===== config.mk =====
export PLATFORM = sky130hd
export DESIGN_NAME = i2c_master_bit_sequencer_core_flat
export DESIGN_NICKNAME = d
export VERILOG_FILES = /design/src/design/i2cms_pkg.sv /design/src/design/i2cms_cmd_if.sv /design/src/design/i2cms_step_if.sv /design/src/design/i2c_master_bit_sequencer_core.sv /design/src/design/i2cms_front.sv /design/src/design/i2cms_queue.sv /design/src/design/i2cms_back.sv /design/src/flat_wrapper.sv
export VERILOG_INCLUDE_DIRS = /design/src /design/src/design
export SDC_FILE = /design/constraint.sdc
export NUM_CORES = 1
export LEC_CHECK = 0
export BUFFER_PORTS_ARGS = -buffer_cell sky130_fd_sc_hd__buf_2
export CAP_MARGIN = 20
export CORE_UTILIZATION = 40
export DETAILED_ROUTE_END_ITERATION = 7
export PLACE_DENSITY = 0.6
export SLEW_MARGIN = 40
export SYNTH_ARGS = -nofsm -noshare
export SYNTH_HDL_FRONTEND = slang
export SYNTH_SLANG_ARGS = --single-unit

===== constraint.sdc =====
create_clock -name clk -period 1.9 [get_ports clk]
set_input_delay 0 -clock clk [delete_from_list [all_inputs] [get_ports clk]]
set_output_delay 0 -clock clk [all_outputs]
set_load 0.005 [all_outputs]

===== src/design/i2c_master_bit_sequencer_core_macros.svh =====
// Assertion helpers shared by the sequencer modules.
// Each helper expects clk and rst_n in scope.
`ifndef I2C_MASTER_BIT_SEQUENCER_CORE_MACROS_SVH
`define I2C_MASTER_BIT_SEQUENCER_CORE_MACROS_SVH

// Same-cycle implication
`define I2CMS_ASSERT_HOLDS(label, ante, cons) \
    label: assert property (@(posedge clk) disable iff (!rst_n) (ante) |-> (cons)) \
        else $error("i2cms: same-cycle check failed");

// Next-cycle implication
`define I2CMS_ASSERT_NEXT(label, ante, cons) \
    label: assert property (@(posedge clk) disable iff (!rst_n) (ante) |=> (cons)) \
        else $error("i2cms: next-cycle check failed");

`endif


===== src/design/i2cms_pkg.sv =====
`timescale 1ns / 1ps

package i2cms_pkg;

    localparam int QDEPTH = 2;

    typedef enum logic [2:0] {
        CMD_START     = 3'd0,
        CMD_STOP      = 3'd1,
        CMD_SEND_BYTE = 3'd2,
        CMD_RECV_BYTE = 3'd3,
        CMD_SEND_ACK  = 3'd4,
        CMD_RECV_ACK  = 3'd5
    } cmd_e;

    typedef enum logic [1:0] {
        KIND_SCL    = 2'd0,
        KIND_SDA    = 2'd1,
        KIND_SAMPLE = 2'd2
    } kind_e;

    // Classified command handed from front to back
    typedef struct packed {
        cmd_e       op;
        logic [7:0] bits;   // bits to drive or to sample, MSB first
        logic [7:0] rd;     // value reported on the last step
    } desc_t;

    // One pin step
    typedef struct packed {
        kind_e kind;
        logic  level;
        logic  last;
    } step_t;

    // Map the back end's position within a command onto a pin step
    function automatic step_t step_decode(
        input cmd_e       op,
        input logic       pre,
        input logic [1:0] phase,
        input logic [2:0] bit_idx,
        input logic       msb
    );
        step_t s;
        logic  byte_end;
        s.kind  = KIND_SCL;
        s.level = 1'b0;
        s.last  = 1'b0;
        byte_end = (bit_idx == 3'd7);
        unique case (op)
            CMD_START:
            begin
                case (phase)
                    2'd0:    begin s.kind = KIND_SDA; s.level = 1'b1; end
                    2'd1:    begin s.kind = KIND_SCL; s.level = 1'b1; end
                    2'd2:    begin s.kind = KIND_SDA; s.level = 1'b0; end
                    default: begin s.kind = KIND_SCL; s.level = 1'b0; s.last = 1'b1; end
                endcase
            end
            CMD_STOP:
            begin
                case (phase)
                    2'd0:    begin s.kind = KIND_SDA; s.level = 1'b0; end
                    2'd1:    begin s.kind = KIND_SCL; s.level = 1'b1; end
                    default: begin s.kind = KIND_SDA; s.level = 1'b1; s.last = 1'b1; end
                endcase
            end
            CMD_SEND_BYTE:
            begin
                case (phase)
                    2'd0:    begin s.kind = KIND_SDA; s.level = msb; end
                    2'd1:    begin s.kind = KIND_SCL; s.level = 1'b1; end
                    default: begin s.kind = KIND_SCL; s.level = 1'b0; s.last = byte_end; end
                endcase
            end
            CMD_RECV_BYTE:
            begin
                if (pre)
                begin
                    s.kind  = (phase == 2'd0) ? KIND_SDA : KIND_SCL;
                    s.level = 1'b1;
                end
                else
                begin
                    case (phase)
                        2'd0:    begin s.kind = KIND_SCL; s.level = 1'b1; end
                        2'd1:    begin s.kind = KIND_SAMPLE; s.level = msb; end
                        default: begin s.kind = KIND_SCL; s.level = 1'b0; s.last = byte_end; end
                    endcase
                end
            end
            CMD_SEND_ACK:
            begin
                case (phase)
                    2'd0:    begin s.kind = KIND_SDA; s.level = msb; end
                    2'd1:    begin s.kind = KIND_SCL; s.level = 1'b1; end
                    default: begin s.kind = KIND_SCL; s.level = 1'b0; s.last = 1'b1; end
                endcase
            end
            CMD_RECV_ACK:
            begin
                case (phase)
                    2'd0:    begin s.kind = KIND_SDA; s.level = 1'b1; end
                    2'd1:    begin s.kind = KIND_SCL; s.level = 1'b1; end
                    2'd2:    begin s.kind = KIND_SAMPLE; s.level = msb; end
                    default: begin s.kind = KIND_SCL; s.level = 1'b0; s.last = 1'b1; end
                endcase
            end
            default:
            begin
                s.last = 1'b1;
            end
        endcase
        return s;
    endfunction

endpackage


===== src/design/i2cms_cmd_if.sv =====
`timescale 1ns / 1ps

interface i2cms_cmd_if;
    logic       valid;
    logic       ready;
    logic [2:0] command;
    logic [7:0] data_byte;
    logic       ack_bit;
    logic [7:0] sda_levels;

    modport source (output valid, command, data_byte, ack_bit, sda_levels, input ready);
    modport sink   (input valid, command, data_byte, ack_bit, sda_levels, output ready);
endinterface


===== src/design/i2cms_step_if.sv =====
`timescale 1ns / 1ps

interface i2cms_step_if;
    logic       valid;
    logic       ready;
    logic [1:0] step_kind;
    logic       level;
    logic [7:0] read_value;
    logic       last;

    modport source (output valid, step_kind, level, read_value, last, input ready);
    modport sink   (input valid, step_kind, level, read_value, last, output ready);
endinterface


===== src/design/i2c_master_bit_sequencer_core.sv =====
`timescale 1ns / 1ps
// The first pin step of a command, with the queue empty and the step engine idle, passes through
// the queue slot, the step engine's load and the output register before it is valid.
// Throughput: one pin step per cycle within a command while the step sink takes each word;
// the step engine loads the next command only after the last step of the current one is emitted.
// Reset (rst_n, asynchronous, active low) empties the two-word queue and the output register.

module i2c_master_bit_sequencer_core (
    input  logic         clk,
    input  logic         rst_n,
    i2cms_cmd_if.sink    cmd,
    i2cms_step_if.source step
);

    logic             fq_valid, fq_ready;
    i2cms_pkg::desc_t fq_desc;
    logic             qb_valid, qb_ready;
    i2cms_pkg::desc_t qb_desc;

    i2cms_front u_front (
        .cmd     (cmd),
        .q_ready (fq_ready),
        .q_valid (fq_valid),
        .q_desc  (fq_desc)
    );

    i2cms_queue u_queue (
        .clk      (clk),
        .rst_n    (rst_n),
        .wr_valid (fq_valid),
        .wr_ready (fq_ready),
        .wr_desc  (fq_desc),
        .rd_valid (qb_valid),
        .rd_ready (qb_ready),
        .rd_desc  (qb_desc)
    );

    i2cms_back u_back (
        .clk     (clk),
        .rst_n   (rst_n),
        .q_valid (qb_valid),
        .q_ready (qb_ready),
        .q_desc  (qb_desc),
        .step    (step)
    );

endmodule


===== src/design/i2cms_front.sv =====
`timescale 1ns / 1ps

module i2cms_front (
    i2cms_cmd_if.sink       cmd,
    input  logic            q_ready,
    output logic            q_valid,
    output i2cms_pkg::desc_t q_desc
);

    i2cms_pkg::cmd_e op;
    logic            known;

    assign op = i2cms_pkg::cmd_e'(cmd.command);

    // Classify the command and pick the bits the back end shifts through
    always_comb
    begin
        known       = 1'b1;
        q_desc.op   = op;
        q_desc.bits = 8'd0;
        q_desc.rd   = 8'd0;
        unique case (op)
            i2cms_pkg::CMD_START,
            i2cms_pkg::CMD_STOP:
            begin
            end
            i2cms_pkg::CMD_SEND_BYTE:
            begin
                q_desc.bits = cmd.data_byte;
            end
            i2cms_pkg::CMD_RECV_BYTE:
            begin
                q_desc.bits = cmd.sda_levels;
                q_desc.rd   = cmd.sda_levels;
            end
            i2cms_pkg::CMD_SEND_ACK:
            begin
                q_desc.bits = {cmd.ack_bit, 7'd0};
            end
            i2cms_pkg::CMD_RECV_ACK:
            begin
                q_desc.bits = cmd.sda_levels;
                q_desc.rd   = {7'd0, cmd.sda_levels[7]};
            end
            default:
            begin
                known = 1'b0;
            end
        endcase
    end

    // Drop unknown commands at the door; queue the rest
    assign cmd.ready = q_ready;
    assign q_valid   = cmd.valid && known;

endmodule


===== src/design/i2cms_queue.sv =====
`timescale 1ns / 1ps

`include "i2c_master_bit_sequencer_core_macros.svh"

module i2cms_queue (
    input  logic             clk,
    input  logic             rst_n,
    input  logic             wr_valid,
    output logic             wr_ready,
    input  i2cms_pkg::desc_t wr_desc,
    output logic             rd_valid,
    input  logic             rd_ready,
    output i2cms_pkg::desc_t rd_desc
);

    localparam int PTR_W = (i2cms_pkg::QDEPTH > 1) ? $clog2(i2cms_pkg::QDEPTH) : 1;
    localparam int CNT_W = $clog2(i2cms_pkg::QDEPTH + 1);

    i2cms_pkg::desc_t   slot_reg [i2cms_pkg::QDEPTH];
    logic [PTR_W-1:0]   wr_ptr_reg, wr_ptr_next;
    logic [PTR_W-1:0]   rd_ptr_reg, rd_ptr_next;
    logic [CNT_W-1:0]   count_reg, count_next;
    logic               push, pop;

    assign wr_ready = (count_reg != CNT_W'(i2cms_pkg::QDEPTH));
    assign rd_valid = (count_reg != '0);
    assign rd_desc  = slot_reg[rd_ptr_reg];
    assign push     = wr_valid && wr_ready;
    assign pop      = rd_valid && rd_ready;

    // Advance pointers with wrap at the queue depth
    always_comb
    begin
        wr_ptr_next = wr_ptr_reg;
        rd_ptr_next = rd_ptr_reg;
        count_next  = count_reg;
        if (push)
        begin
            wr_ptr_next = (wr_ptr_reg == PTR_W'(i2cms_pkg::QDEPTH - 1)) ? '0
                                                                         : wr_ptr_reg + 1'b1;
        end
        if (pop)
        begin
            rd_ptr_next = (rd_ptr_reg == PTR_W'(i2cms_pkg::QDEPTH - 1)) ? '0
                                                                         : rd_ptr_reg + 1'b1;
        end
        if (push && !pop)
        begin
            count_next = count_reg + 1'b1;
        end
        else if (pop && !push)
        begin
            count_next = count_reg - 1'b1;
        end
    end

    always_ff @(posedge clk or negedge rst_n)
    begin
        if (!rst_n)
        begin
            wr_ptr_reg <= '0;
            rd_ptr_reg <= '0;
            count_reg  <= '0;
        end
        else
        begin
            wr_ptr_reg <= wr_ptr_next;
            rd_ptr_reg <= rd_ptr_next;
            count_reg  <= count_next;
        end
    end

    // Store the incoming word
    always_ff @(posedge clk)
    begin
        if (push)
        begin
            slot_reg[wr_ptr_reg] <= wr_desc;
        end
    end

    `I2CMS_ASSERT_NEXT(a_q_fill, push && !pop, count_reg == $past(count_reg) + 1'b1)
    `I2CMS_ASSERT_NEXT(a_q_drain, pop && !push, count_reg == $past(count_reg) - 1'b1)
    `I2CMS_ASSERT_NEXT(a_q_head, push && (count_reg == '0), rd_desc == $past(wr_desc))

endmodule


===== src/design/i2cms_back.sv =====
`timescale 1ns / 1ps

`include "i2c_master_bit_sequencer_core_macros.svh"

module i2cms_back (
    input  logic             clk,
    input  logic             rst_n,
    input  logic             q_valid,
    output logic             q_ready,
    input  i2cms_pkg::desc_t q_desc,
    i2cms_step_if.source     step
);

    logic            busy_reg, busy_next;
    logic            pre_reg, pre_next;
    logic [1:0]      phase_reg, phase_next;
    logic [2:0]      bit_reg, bit_next;
    logic [7:0]      bits_reg, bits_next;
    i2cms_pkg::cmd_e op_reg;
    logic [7:0]      rd_reg;
    logic            out_valid_reg, out_valid_next;
    logic [1:0]      out_kind_reg;
    logic            out_level_reg;
    logic [7:0]      out_read_reg;
    logic            out_last_reg;
    i2cms_pkg::step_t cur;
    logic            load, emit, byte_op;

    assign q_ready = !busy_reg;
    assign load    = q_valid && q_ready;
    assign emit    = busy_reg && (!out_valid_reg || step.ready);
    assign byte_op = (op_reg == i2cms_pkg::CMD_SEND_BYTE) ||
                     (op_reg == i2cms_pkg::CMD_RECV_BYTE);

    assign cur = i2cms_pkg::step_decode(op_reg, pre_reg, phase_reg, bit_reg, bits_reg[7]);

    // Walk the step position: receive-byte prologue, three steps per bit for bytes, else phase by phase
    always_comb
    begin
        busy_next  = busy_reg;
        pre_next   = pre_reg;
        phase_next = phase_reg;
        bit_next   = bit_reg;
        bits_next  = bits_reg;
        if (load)
        begin
            busy_next  = 1'b1;
            pre_next   = (q_desc.op == i2cms_pkg::CMD_RECV_BYTE);
            phase_next = 2'd0;
            bit_next   = 3'd0;
            bits_next  = q_desc.bits;
        end
        else if (emit)
        begin
            if (cur.last)
            begin
                busy_next = 1'b0;
            end
            else if (pre_reg && (phase_reg == 2'd1))
            begin
                pre_next   = 1'b0;
                phase_next = 2'd0;
            end
            else if (byte_op && !pre_reg && (phase_reg == 2'd2))
            begin
                phase_next = 2'd0;
                bit_next   = bit_reg + 1'b1;
                bits_next  = {bits_reg[6:0], 1'b0};
            end
            else
            begin
                phase_next = phase_reg + 1'b1;
            end
        end
    end

    // Hold the output word until it is taken
    always_comb
    begin
        out_valid_next = out_valid_reg;
        if (emit)
        begin
            out_valid_next = 1'b1;
        end
        else if (step.ready)
        begin
            out_valid_next = 1'b0;
        end
    end

    always_ff @(posedge clk or negedge rst_n)
    begin
        if (!rst_n)
        begin
            busy_reg      <= 1'b0;
            out_valid_reg <= 1'b0;
        end
        else
        begin
            busy_reg      <= busy_next;
            out_valid_reg <= out_valid_next;
        end
    end

    // Position and payload registers
    always_ff @(posedge clk)
    begin
        pre_reg   <= pre_next;
        phase_reg <= phase_next;
        bit_reg   <= bit_next;
        bits_reg  <= bits_next;
        if (load)
        begin
            op_reg <= q_desc.op;
            rd_reg <= q_desc.rd;
        end
        if (emit)
        begin
            out_kind_reg  <= cur.kind;
            out_level_reg <= cur.level;
            out_read_reg  <= cur.last ? rd_reg : 8'd0;
            out_last_reg  <= cur.last;
        end
    end

    assign step.valid      = out_valid_reg;
    assign step.step_kind  = out_kind_reg;
    assign step.level      = out_level_reg;
    assign step.read_value = out_read_reg;
    assign step.last       = out_last_reg;

    `I2CMS_ASSERT_NEXT(a_bk_done, emit && cur.last, !busy_reg)
    `I2CMS_ASSERT_NEXT(a_bk_load, load, busy_reg && (phase_reg == 2'd0) && (bit_reg == 3'd0))
    `I2CMS_ASSERT_HOLDS(a_bk_rdzero, out_valid_reg && !out_last_reg, out_read_reg == 8'd0)

endmodule


===== src/flat_wrapper.sv =====
// flat-port wrapper written by rule: the top's interface ports become plain ports
module i2c_master_bit_sequencer_core_flat 
  (clk, rst_n, cmd_valid, cmd_command, cmd_data_byte, cmd_ack_bit, cmd_sda_levels, cmd_ready, step_valid, step_step_kind, step_level, step_read_value, step_last, step_ready);
  i2cms_cmd_if cmd_i ();
  i2cms_step_if step_i ();
  input  logic clk;
  input  logic rst_n;
  input wire logic [$bits(cmd_i.valid)-1:0] cmd_valid;
  input wire logic [$bits(cmd_i.command)-1:0] cmd_command;
  input wire logic [$bits(cmd_i.data_byte)-1:0] cmd_data_byte;
  input wire logic [$bits(cmd_i.ack_bit)-1:0] cmd_ack_bit;
  input wire logic [$bits(cmd_i.sda_levels)-1:0] cmd_sda_levels;
  output wire logic [$bits(cmd_i.ready)-1:0] cmd_ready;
  output wire logic [$bits(step_i.valid)-1:0] step_valid;
  output wire logic [$bits(step_i.step_kind)-1:0] step_step_kind;
  output wire logic [$bits(step_i.level)-1:0] step_level;
  output wire logic [$bits(step_i.read_value)-1:0] step_read_value;
  output wire logic [$bits(step_i.last)-1:0] step_last;
  input wire logic [$bits(step_i.ready)-1:0] step_ready;
  assign cmd_i.valid = cmd_valid;
  assign cmd_i.command = cmd_command;
  assign cmd_i.data_byte = cmd_data_byte;
  assign cmd_i.ack_bit = cmd_ack_bit;
  assign cmd_i.sda_levels = cmd_sda_levels;
  assign cmd_ready = cmd_i.ready;
  assign step_valid = step_i.valid;
  assign step_step_kind = step_i.step_kind;
  assign step_level = step_i.level;
  assign step_read_value = step_i.read_value;
  assign step_last = step_i.last;
  assign step_i.ready = step_ready;
  i2c_master_bit_sequencer_core u_core (.clk(clk), .rst_n(rst_n), .cmd(cmd_i), .step(step_i));
endmodule

==> metrics.cfg, run 1 <==
[worst_setup_path]
critPathCaptureType = register
cp.arrival_ns = 1.76
reg2reg_from = u_core.u_back.phase_reg[0]$_SDFFE_PP0P_
cp-start-kind = register
timing.rr.end = u_core.u_back.bits_reg[7]$_DFFE_PP_
path_class = reg -> reg
worstPathMaxFanout = 8
ff2ff_path_depth = 5
r2r_setup_slack_ns = 0.13
critical_path_required_ns = 1.89

[outcome]
violations = design-rule violations
status = complete, but fails checks

[sta]
maxSlewViolCount = 0
setup_tns_ns = 0
max_freq_mhz = 565
setup_ws_ns = 0.129
max_slew_margin_pct = 65.2
hold_ws_ns = 0.0190
skew_ns = 0.00913
setup_viol = 0
timing.final.crit_share_pct = 93.2
finalHoldViolations = 0
worst_pin_slew_ns = 0.522
min_period_ns = 1.77
rsz0062_at_grt = false

[synthesis]
synth_edf_count = 70
postSynth.asyncResetShare_pct = 7.41
synth.net_count = 302
yosysTopAreaCell = edfxtp_1
syn_area_sq_um = 3660
synthFlopType = edfxtp_1
synth.top_cells.by_area = edfxtp_1, mux2i_1, dfrtp_1, ha_1, mux2_2
synth_top_area_share_pct = 57.4
synth_area_per_cell_sq_um = 13.7
ys_ff_latch = 81
ys_seq_area_share_pct = 64.2
ys_warn_count = 0
synthCells = 267
synthDistinctLibCells = 43

[power]
cellLeakagePower_uw = 0.00172
total_power_uw = 5800
powerDensity_nw_per_um2 = 1370
peakVddDrop_v = 0.000448

[routing]
vias_per_cell = 4.88
first_pass_iters = 6
drt_iter0_markers = 75
vias = 2109
ant_nets = 0
wl_per_cell_microns = 13.3
route.detailed.drc = 3
drt_wl_total_microns = 5740

[clock_tree]
cts_sinks = 81
cts_max_level = 3
clock_latency_ns = 0.33
clk_pin_slew_ns = 0.08
cts-buffers-inserted = 9
cts_max_path_buffers = 2
cts_tree = done
cts_root_buffer = clkbuf_8

[placed_design]
dp_hpwl_microns = 4040
place_ws_ns = 0.0862
gp_congestion = 0.812
port_buffers = 37

[die]
die_h_microns = 97.7
io_pins = 38
die_w_microns = 97.7
core-area_sq_um = 8810
row_count = 34
start_util_pct = 41.6
fp.dieArea_sq_um = 9550

[finish]
final_common_cell = edfxtp_1
final_cell_mix = edfxtp_1, buf_2, mux2i_1
syn_to_final_growth_pct = 15.8
drive_above_1_share_pct = 27.8
fin_util_pct = 48.2
num_antenna_cells = 0
largest_reg_flops = 38
final_nets = 354

[global_routing]
grt_use_total_pct = 13.0
grt_pass1_wl_microns = 9600
overflow = 0
grt_pass1_vias = 2020
grt_max_degree = 20
antenna_found_initial = 0

[flow_run]
drv_cap = 0

[hold_path]
hold_path_class = in -> async

## worst max-delay path: stages, from the launching register on
cell and delay (ns):
dfxtp_2 0.35, inv_1 0.12, ha_1 0.24, and4bb_2 0.27, o2111ai_2 0.13, nand2_1 0.32
## logic make-up after synthesis
family / share of synthesized area, %
compound gates: 6.11
xor+xnor: 1.67
fa+ha+maj: 3.76
buf+inv: 2.70
flops: 64.2
mux: 9.12
simple gates: 12.4
## cells in the mapped netlist, types with 2 or more instances
master / number
nor3_1: 4
xor2_1: 4
clkbuf_1: 4
nand2_1: 15
xnor2_1: 3
o21ai_0: 9
inv_1: 9
dfrtp_1: 6
nor2b_1: 11
dfxtp_1: 5
and2_1: 2
buf_6: 2
a21o_1: 2
buf_2: 4
and3_1: 7
nand2b_1: 9
a21oi_1: 12
nor2_1: 17
edfxtp_1: 70
or3_1: 2
mux2_2: 11
mux2i_1: 21
and2_4: 8
ha_1: 11
## per-stage QoR
step | area, sq um | cells
finish | 4240 | 432
global route | 4240 | 432
CTS | 4240 | 432
detailed placement | 4020 | 413
global placement | 4020 | 413
floorplan | 3670 | 267
## final cells by class
| cell class | count | area [sq um] |
|---|---|---|
| timing repair buffer | 52 | 318 |
| clock buffer | 11 | 131 |
| clock inverter | 5 | 55.1 |
| tap | 108 | 135 |
| inverter | 9 | 33.8 |
| sequential | 81 | 2350 |
| multi-input combinational | 166 | 1210 |
| fill | 760 | 4560 |
## power breakdown
part | internal (uW) | total, uW | switching (uW)
registers | 2590 | 2800 | 210
clock network | 607 | 1190 | 582
logic | 868 | 1810 | 940
## per-layer routing
| metal | GRT usage, % | wire length [microns] | vias to the layer above |
|---|---|---|---|
| met2 | 19.5 | 2510 | 51 |
| met3 | 2.66 | 202 | 9 |
| met4 | 6.76 | 95 | 0 |
| li1 | - | - | 1069 |
| met5 | 0 | 0 | - |
| met1 | 17.8 | 2940 | 980 |
## how the worst max path moves through the flow
stage	slack, ns	cells after the start	endpoint	from
2_1_floorplan	0.05	6	u_core.u_back.bits_reg[0]$_SDFFCE_PN0P_	u_core.u_back.phase_reg[0]$_SDFFE_PP0P_
3_3_place_gp	0.12	7	u_core.u_back.step.read_value[1]$_SDFFCE_PP0P_	u_core.u_back.phase_reg[1]$_SDFFE_PP0P_
3_5_place_dp	0.09	5	u_core.u_back.bits_reg[3]$_DFFE_PP_	u_core.u_back.phase_reg[0]$_SDFFE_PP0P_
4_1_cts	0.02	7	u_core.u_back.step.read_value[0]$_SDFFCE_PP0P_	u_core.u_back.phase_reg[0]$_SDFFE_PP0P_
5_1_grt	0.008	7	u_core.u_back.step.read_value[0]$_SDFFCE_PP0P_	u_core.u_back.phase_reg[0]$_SDFFE_PP0P_
6_report	0.13	5	u_core.u_back.bits_reg[7]$_DFFE_PP_	u_core.u_back.phase_reg[0]$_SDFFE_PP0P_
## timing repair
action / in CTS / in global routing
gates resized for setup: 0 / 3
buffers inserted: 0 / 0
hold endpoints to repair: 10 / 0
hold buffers: 3 / 0
setup endpoints to repair: 0 / 17
(Power assumes the default switching activity.)
==> run 2: changes to the inputs <==
--- a/config.mk
+++ b/config.mk
@@ -8,9 +8,9 @@
 export LEC_CHECK = 0
 export BUFFER_PORTS_ARGS = -buffer_cell sky130_fd_sc_hd__buf_2
 export CAP_MARGIN = 20
-export CORE_UTILIZATION = 40
+export CORE_UTILIZATION = 53
 export DETAILED_ROUTE_END_ITERATION = 7
-export PLACE_DENSITY = 0.6
+export PLACE_DENSITY = 0.76
 export SLEW_MARGIN = 40
 export SYNTH_ARGS = -nofsm -noshare
 export SYNTH_HDL_FRONTEND = slang
==> run 2 against run 1 <==
Compared with the run above: the run now ends clean; register-to-register slack hardly changed; routed wire length is 4.8% lower; die area is 24% lower; non-clock buffer count is 3 higher.
==> metrics.cfg, run 2 (synthesis results as in run 1) <==
[outcome]
status = finished clean

[global_routing]
grt_pass1_vias = 1974  ; -2.3%
grt_use_total_pct = 16.8  ; +3.8 points
overflow = 0  ; unchanged
grt_pass1_wl_microns = 9270  ; -3.5%
antenna_found_initial = 0  ; unchanged
grt_max_degree = 20  ; unchanged

[routing]
drt_wl_total_microns = 5470  ; -4.8%
route.detailed.drc = 0  ; -3
drt_iter0_markers = 105  ; +40%
wl_per_cell_microns = 13.5  ; +1.8%
first_pass_iters = 4  ; -2
ant_nets = 0  ; unchanged
vias_per_cell = 5.30  ; +8.6%
vias = 2142  ; +1.6%

[die]
row_count = 29  ; -15%
die_h_microns = 85.1  ; -13%
fp.dieArea_sq_um = 7250  ; -24%
io_pins = 38  ; unchanged
core-area_sq_um = 6490  ; -26%
start_util_pct = 56.4  ; +15 points
die_w_microns = 85.1  ; -13%

[placed_design]
dp_cells = 382  ; -7.5%
gp_congestion = 0.847  ; +4.4%
dp_hpwl_microns = 3870  ; -4.2%
port_buffers = 37  ; unchanged

[clock_tree]
cts-buffers-inserted = 9  ; unchanged
clock_latency_ns = 0.35  ; +0.02 ns
cts_sinks = 81  ; unchanged
cts_root_buffer = clkbuf_8
cts_setup_buffers = 0  ; unchanged
cts_max_path_buffers = 2  ; unchanged
cts_tree = done
cts_max_level = 3  ; unchanged
clk_pin_slew_ns = 0.09  ; about the same

[flow_run]
drv_cap = 0  ; unchanged

[finish]
drive_above_1_share_pct = 28.4  ; +0.66 points
syn_to_final_growth_pct = 16.0
num_antenna_cells = 0  ; unchanged
nFillCells = 487  ; -36%
final_nets = 357  ; +0.85%
final_common_cell = edfxtp_1
fin_cells = 404  ; -6.5%
largest_reg_flops = 38  ; unchanged
final_cell_mix = edfxtp_1, buf_2, mux2i_1

[worst_setup_path]
worstPathMaxFanout = 7  ; -1
critical_path_required_ns = 1.95  ; +0.06 ns
cp_cell_sequence = inv_1 -> ha_1 -> nand2b_1 -> o21ai_1 -> a31o_2 -> o21ai_0
cp-start-kind = register
critPathCaptureType = register
cp_slowest_stage_delay_ns = 0.35  ; about the same
path_class = reg -> reg
cp.arrival_ns = 1.81  ; +0.05 ns
cpMaxStageDelayCell = dfxtp_2
ff2ff_path_depth = 6  ; +1

[sta]
max_freq_mhz = 569  ; +0.80%
setup_tns_ns = 0  ; unchanged
max_slew_margin_pct = 64.5  ; -0.64 points
skew_ns = 0.0105  ; +0.00142 ns
finalHoldViolations = 0  ; unchanged
rsz0062_at_grt = false
maxSlewViolCount = 0  ; unchanged
worst_pin_slew_ns = 0.532  ; +0.00966 ns
setup_viol = 0  ; unchanged
timing.final.crit_share_pct = 92.5  ; -0.74 points
min_period_ns = 1.76  ; -0.0140 ns

[power]
cellLeakagePower_uw = 0.00175  ; +1.6%
peakVddDrop_v = 0.000782  ; +74%
powerDensity_nw_per_um2 = 1380  ; +1.0%

[hold_path]
hold_path_class = in -> reg
whs_path_depth = 2

run 2: final timing paths:
kind,endpoint,slack (ns),from
worst max-delay path,u_core.u_back.pre_reg$_SDFFCE_PN0P_,0.14,u_core.u_back.phase_reg[1]$_SDFFE_PP0P_
worst min-delay path,u_core.u_queue.slot_reg[1][4]$_DFFE_PP_,0.05,cmd_sda_levels[4]
worst max register to register,u_core.u_back.pre_reg$_SDFFCE_PN0P_,0.14,u_core.u_back.phase_reg[1]$_SDFFE_PP0P_
worst min register to register,u_core.u_back.phase_reg[1]$_SDFFE_PP0P_,0.51,u_core.u_back.phase_reg[1]$_SDFFE_PP0P_
max in group asynchronous,u_core.u_back.busy_reg$_DFFE_PN0P_,1.12,rst_n
min in group asynchronous,u_core.u_queue.wr_ptr_reg$_DFFE_PN0P_,0.57,rst_n
run 2: per-layer routing:
layer | part of all wire, % | routed length [microns] | vias to the layer above | track usage [%]
met2 | 46 | 2510 | 59 | 25.9
met3 | 5.3 | 289 | 6 | 4.67
met1 | 48 | 2610 | 999 | 23.0
met5 | 0 | 0 | - | 0
li1 | - | - | 1078 | -
met4 | 1.0 | 55 | 0 | 6.47
run 2: repair_timing:
| item | CTS | global route |
|---|---|---|
| hold buffers | 6 | 0 |
| setup endpoints to repair | 0 | 18 |
| resized for setup | 0 | 3 |
| hold endpoints to repair | 12 | 0 |
run 2: worst max-delay path, delay by kind of cell (launching register included):
family / cells / cell delay (ns)
compound gates: 3 / 0.52
fa+ha+maj: 1 / 0.30
buf+inv: 1 / 0.11
flops: 1 / 0.35
simple gates: 1 / 0.18
run 2: area by class of cell:
type / instances / area, sq um / area share (%)
flip-flops and latches: 81 / 2350 / 55.4
multi-input cells: 166 / 1210 / 28.6
repair buffers: 55 / 348 / 8.19
clock buffers: 9 / 124 / 2.92
well taps: 77 / 96.3 / 2.27
clock inverters: 7 / 77.6 / 1.83
inverters: 9 / 33.8 / 0.795
run 2: where the power goes:
group / leakage, uW / switching, uW / internal, uW / total (uW)
combinational: 0.000865 / 932 / 871 / 1800
clock: 0.000106 / 636 / 623 / 1260
sequential: 0.000776 / 214 / 2590 / 2800
run 2: metrics by stage:
step / hold WS [ns] / total power, uW / util [%] / worst slack, ns / area (sq um)
floorplan: -0.296 / 4100 / - / 0.0458 / 3670
global placement: -0.171 / 4590 / 61.4 / 0.167 / 3990
detailed placement: -0.168 / 4640 / 61.4 / 0.101 / 3990
CTS: 0.0394 / 5900 / 65.4 / 0.0739 / 4250
global route: 0.0400 / 6220 / 65.4 / 0.00374 / 4250
finish: 0.0511 / 5870 / 65.4 / 0.143 / 4250
